**src/hw/rtl/lmd_line_store.sv**
```systemverilog
// ----------------------------------------------------------------------------
// lmd_line_store
// Line store holding the upper and centre row of each column. One write
// port, two registered read ports, with write-to-read forwarding when a
// read address is written at the same edge.
// ----------------------------------------------------------------------------
module lmd_line_store #(
  parameter int DEPTH  = 128,
  parameter int DATA_W = 32,
  localparam int AW    = $clog2(DEPTH)
) (
  input  logic              clk,
  input  logic              rst,
  input  logic              we,
  input  logic [AW-1:0]     waddr,
  input  logic [DATA_W-1:0] wdata,
  input  logic [AW-1:0]     raddr_a,
  input  logic [AW-1:0]     raddr_b,
  output logic [DATA_W-1:0] rdata_a,
  output logic [DATA_W-1:0] rdata_b
);

  logic [DATA_W-1:0] mem [DEPTH];
  logic [DATA_W-1:0] rd_a;
  logic [DATA_W-1:0] rd_b;
  logic [DATA_W-1:0] wdata_q;
  logic              fwd_a;
  logic              fwd_b;

  // storage array, write and registered reads
  always_ff @(posedge clk) begin
    if (we) begin
      mem[waddr] <= wdata;
    end
    rd_a    <= mem[raddr_a];
    rd_b    <= mem[raddr_b];
    wdata_q <= wdata;
  end

  // note reads that collide with the write at the same edge
  always_ff @(posedge clk) begin
    if (rst) begin
      fwd_a <= 1'b0;
      fwd_b <= 1'b0;
    end else begin
      fwd_a <= we && (raddr_a == waddr);
      fwd_b <= we && (raddr_b == waddr);
    end
  end

  // forwarded read data
  assign rdata_a = fwd_a ? wdata_q : rd_a;
  assign rdata_b = fwd_b ? wdata_q : rd_b;

endmodule

```
**config.mk**
```make
export PLATFORM = sky130hd
export DESIGN_NAME = lmd_line_store
export DESIGN_NICKNAME = d
export VERILOG_FILES = /design/src/hw/rtl/lmd_line_store.sv
export SDC_FILE = /design/constraint.sdc
export NUM_CORES = 2
export LEC_CHECK = 0
export BUFFER_PORTS_ARGS = -buffer_cell sky130_fd_sc_hd__buf_2
export CORE_UTILIZATION = 40
export DETAILED_ROUTE_END_ITERATION = 7
export GPL_TIMING_DRIVEN = 0
export PLACE_DENSITY = 0.67
export SLEW_MARGIN = 20
export SYNTH_ARGS = -nofsm -noshare
export SYNTH_HDL_FRONTEND = slang
export SYNTH_SLANG_ARGS = --single-unit
```
**constraint.sdc**
```tcl
create_clock -name clk -period 7.31 [get_ports clk]
set_clock_uncertainty 0.2 [all_clocks]
set_input_delay 0.3655 -clock clk [delete_from_list [all_inputs] [get_ports clk]]
set_output_delay 0.3655 -clock clk [all_outputs]
set_load 0.005 [all_outputs]
```
# Word-level counts from Yosys, hierarchy flattened
# Memories as Yosys holds them, arrays and structs flattened. A register that Yosys moved wholly into a read port is not among the register bits.
# Index checks and enable logic that the tools add are counted.
# totals
reg_bits	34
latchBits	0
mem_bits_rw	4096
mem_bits_ro	0
out_inout_bits	64
wordCells	12
memories	1
# classes
add_sub_neg	0
mul	0
n_div	0
order_cmp	0
eq_ne	2
n_shift	0
muxes	4
bitwise_logic	0
reduce_logical	2
# mem_list
name	words	width	rd	rd_clocked_by_memory_dff	write_ports	line_no	source
mem	128	32	2	2	1	23	logic [DATA_W-1:0] mem [DEPTH];
# ops
operator	n
$mux 32	2
$eq 7x7->1	2
$logic_and 1x1->1	2
$mux 1	2

# Longest topological paths before layout
# logic_depth
depth_word	2
mapped_depth	8
mapped_depth_nobuf	4

# Worst setup path before layout
# No wires, ideal clock.
# synth_timing
path_type	input -> register
start	input waddr[4]
end	memory mem[82][0], enable pin
setup_time_ps	461
t_arrival_ps	3417
t_required_ps	6649
slack_ps	3232
path_stages	4
path_cell_list	clkbuf_1 -> nor2b_1 -> nand3_1 -> nor3_1
# synth_lines
item	line_no	source
start, declared	15	input logic [AW-1:0] waddr,
end, declared	23	
# No word-level cell before the write port.

==> results.json <==
{
  "cp_data_required_time_ps": 8010,
  "total_power_uw": 54200,
  "share_comb_of_total_power_pct": 10.3,
  "tightest_slew_ps": 1320,
  "launch_instance_of_the_worst_min_delay_path": "wdata[1]",
  "cts_tree": "done",
  "hpwl_um": 504000,
  "floorplan_die_area_sq_mm": 0.479,
  "grt.overflow.total": 0,
  "detailroute.via_count": 106000,
  "failing_checks": "DRC",
  "crit_path_end_kind": "flip-flop",
  "synth_seq_area_share_pct": 65.6,
  "worstReg2RegEnd": "rd_b[31]$_DFF_P_",
  "timing_hold_violations_final": 0,
  "design.portCount": 120,
  "routed_wire_length_per_instance_um": 44.5,
  "relSlewSlack_pct": 11.7,
  "switchingPower_uw": 13200,
  "timing.reg2reg.worst_path_depth": 5,
  "drc": 1,
  "postRouteAntennaNets": 0,
  "hold-path-endpoint": "wdata_q[1]$_DFF_P_",
  "finalMaxSlewViolations": 0,
  "max_clock_freq_ghz": 0.211,
  "design.core.area_sq_mm": 0.475,
  "outcome": "complete, but fails checks",
  "ir_drop_v": 0.000192,
  "critical_path.most_common_cell": "sky130_fd_sc_hd__mux4_2",
  "grt_pass1_vias": 105000,
  "clock_insertion_delay_worst_skew_ps": 1030,
  "die_height_um": 692,
  "final_net_count": 8777,
  "critical_path_peak_fanout": 10,
  "synth.avg_cell_area_sq_um": 24.3,
  "synthDominantAreaCellType": "sky130_fd_sc_hd__edfxtp_1",
  "gr-usage-all-layers_pct": 28.3,
  "numCtsBuffers": 418,
  "core.rowCount": 253,
  "hold_depth": 2,
  "clock_power_share_pct": 40.6,
  "netlist_instances": 7834,
  "ys_types": 18,
  "combined_area_of_all_synthesized_cells_sq_mm": 0.190,
  "min_path_type": "primary input to flip-flop",
  "buffer_ports.inserted": 100,
  "finalCritPeriodShare_pct": 64.7,
  "grt_max_degree": 103,
  "initial_core_util_pct": 40.1,
  "critical_path_arrival_ps": 5430,
  "yosys_register_bits": 4194,
  "seqPwrFrac_pct": 49.0,
  "cell_internal_pwr_uw": 41100,
  "power_per_standard_cell_area_mw_per_mm2": 245,
  "cts_max_level": 5,
  "power.leakage_uw": 0.0675,
  "path_class": "primary input to flip-flop",
  "cp_cell_sequence": "clkbuf_1 -> buf_2 -> clkbuf_2 -> buf_12 -> buf_1 -> mux4_2 -> mux4_2 -> mux4_2 -> mux2_2 -> dlygate4sd3_1",
  "post-cts-setup-buffer-count": 0,
  "synthTopCellsByArea": "sky130_fd_sc_hd__edfxtp_1, sky130_fd_sc_hd__mux4_2, sky130_fd_sc_hd__dfxtp_1, sky130_fd_sc_hd__mux2_2, sky130_fd_sc_hd__clkbuf_1",
  "synth.net_count": 7890,
  "clock_tree.root_cell": "sky130_fd_sc_hd__clkbuf_16",
  "critPathLaunchType": "primary input",
  "instances_no_fill": 15400,
  "antenna_found_initial": 157,
  "timing.final.crit_period_ps": 4730,
  "route.detailed.vias_per_inst": 6.87,
  "worst_path_max_delay_cell": "sky130_fd_sc_hd__buf_1",
  "first_pass_grt_wire_length_um": 914000,
  "area_growth_syn_to_layout_pct": 16.3,
  "clock_sink_count": 4194,
  "initialDrtViolationCount": 18700,
  "net_sw_share_pct": 24.3,
  "reg2reg_setup_slack_ps": 4050,
  "rsz_0062_raised_after_global_routing": "false",
  "cts_buffer_depth": 4,
  "first_pass_iters": 8,
  "clk_pin_slew_ps": 70,
  "finalWeightedCongestion": 1.01,
  "holdWs_ps": 50.1,
  "placed_cells": 14500,
  "r2r_path_start": "mem[23][31]$_DFFE_PP_",
  "timing.critical_path.slowest_cell_delay_ps": 960,
  "synthDominantCellAreaShare_pct": 64.6,
  "timing.max_cap.violations": 0,
  "yosysWarningCount": 0,
  "setup.worst_path.start": "raddr_b[2]",
  "setup_viol_count_final": 0,
  "post_route_cells_drive_above_1_share_pct": 47.1,
  "die_w_um": 692,
  "drt-total-wl_um": 687000
}
-- cell usage in the layout, fill, tap and decap left out, types with 4 or more instances in the layout --
master / Yosys / routed
sky130_fd_sc_hd__buf_12: 0 / 121
sky130_fd_sc_hd__bufinv_16: 0 / 48
sky130_fd_sc_hd__edfxtp_1: 4096 / 4096
sky130_fd_sc_hd__nor2_4: 0 / 119
sky130_fd_sc_hd__nor2_1: 124 / 5
sky130_fd_sc_hd__clkinv_8: 0 / 6
sky130_fd_sc_hd__clkbuf_2: 0 / 140
sky130_fd_sc_hd__xnor2_1: 14 / 14
sky130_fd_sc_hd__buf_1: 114 / 61
sky130_fd_sc_hd__nand4_1: 7 / 7
sky130_fd_sc_hd__diode_2: 0 / 119
sky130_fd_sc_hd__inv_6: 0 / 10
sky130_fd_sc_hd__clkinvlp_4: 0 / 20
sky130_fd_sc_hd__clkinv_4: 0 / 4
sky130_fd_sc_hd__nand3_1: 12 / 12
sky130_fd_sc_hd__dlygate4sd3_1: 0 / 45
sky130_fd_sc_hd__buf_6: 4 / 46
sky130_fd_sc_hd__clkbuf_4: 0 / 7
sky130_fd_sc_hd__nand2_1: 14 / 14
sky130_fd_sc_hd__buf_4: 17 / 58
sky130_fd_sc_hd__clkinv_1: 0 / 95
sky130_fd_sc_hd__buf_2: 120 / 213
sky130_fd_sc_hd__mux4_2: 2688 / 2688
sky130_fd_sc_hd__inv_16: 0 / 4
sky130_fd_sc_hd__clkinv_2: 0 / 69
sky130_fd_sc_hd__clkbuf_1: 378 / 340
sky130_fd_sc_hd__dfxtp_1: 98 / 98
sky130_fd_sc_hd__nor2b_1: 8 / 8
sky130_fd_sc_hd__mux2_2: 128 / 128
sky130_fd_sc_hd__clkbuf_8: 0 / 7
sky130_fd_sc_hd__buf_16: 0 / 147
sky130_fd_sc_hd__clkbuf_16: 0 / 428
sky130_fd_sc_hd__nor3_2: 0 / 9
-- final cells by class --
cell class                      instances  area, sq um
Antenna cell                          119          298
Buffer                                633         2850
Clock buffer                          516        11100
Clock inverter                        257         2620
Fill cell                           37900       253000
Multi-Input combinational cell       3007        63800
Sequential cell                      4194       125000
Tap cell                             6247         7820
Timing Repair Buffer                  467         8090
-- cells by family (layout without fill, tap and decap cells) --
family                 after synthesis  in the layout  synth area share [%]
flip-flops                        4194           4194                  65.6
multiplexers                      2816           2816                  32.5
AND/OR/NAND/NOR                    177            177                 0.386
buffers and inverters              633           1873                  1.38
XOR/XNOR                            14             14                0.0644
other                                0            119                     0
-- worst max path at each step --
stage | cells after the start | end | slack, ps
detailed placement | 9 | rd_b[16]$_DFF_P_ | 1970
global route | 10 | rd_b[31]$_DFF_P_ | 2860
finish | 10 | rd_b[31]$_DFF_P_ | 2580
CTS | 10 | rd_b[31]$_DFF_P_ | 2920
global placement | 4 | mem[76][13]$_DFFE_PP_ | -1010
floorplan | 4 | mem[82][0]$_DFFE_PP_ | 3230
-- sequential cells by signal (all words and copies together) (netlist names) --
name,cells
fwd_a,1
fwd_b,1
mem,4096
rd_a,32
rd_b,32
wdata_q,32
-- routing by layer --
metal  global-route usage [%]  vias to the layer above  part of all wire (%)
met5                     1.01                        -                  0.14
met4                     14.2                       60                   5.8
met3                     13.8                     1544                    17
met2                     41.6                     9111                    45
met1                     34.6                    57600                    33
li1                         -                    37800                     -
-- power groups by stage --
stage          Sequential, uW  Clock [uW]  Combinational, uW
2_1_floorplan           27100           0               2570
4_1_cts                 26600       22100               5350
5_1_grt                 26600       22900               5590
3_5_place_dp            27100           0               5310
3_3_place_gp            27100           0               5080
6_report                26600       22000               5600
-- cells in the mapped netlist --
cell / number
sky130_fd_sc_hd__buf_1: 114
sky130_fd_sc_hd__buf_2: 120
sky130_fd_sc_hd__buf_4: 17
sky130_fd_sc_hd__buf_6: 4
sky130_fd_sc_hd__clkbuf_1: 378
sky130_fd_sc_hd__dfxtp_1: 98
sky130_fd_sc_hd__edfxtp_1: 4096
sky130_fd_sc_hd__mux2_2: 128
sky130_fd_sc_hd__mux4_2: 2688
sky130_fd_sc_hd__nand2_1: 14
sky130_fd_sc_hd__nand2b_1: 2
sky130_fd_sc_hd__nand3_1: 12
sky130_fd_sc_hd__nand4_1: 7
sky130_fd_sc_hd__nor2_1: 124
sky130_fd_sc_hd__nor2b_1: 8
sky130_fd_sc_hd__nor3_1: 9
sky130_fd_sc_hd__or3_1: 1
sky130_fd_sc_hd__xnor2_1: 14
-- through the flow --
stage	TNS (ps)	cell area (sq um)	setup slack, ps	utilization (%)
after floorplan	0	190000	3230	-
after global placement	-150860	199000	-1010	41.9
after detailed placement	0	207000	1970	43.6
after CTS	0	221000	2920	46.6
after global routing	0	221000	2860	46.7
final	0	222000	2580	46.7
-- critical path, delay by kind of cell --
family   cells  cell delay, ps
mux          4            1890
buf+inv      6            3030
-- what timing repair did --
item                                    CTS  global route
endpoints found under the hold margin  3395             0
resized for setup                         0             0
hold buffers                             45             0
(Power assumes the default switching activity.)
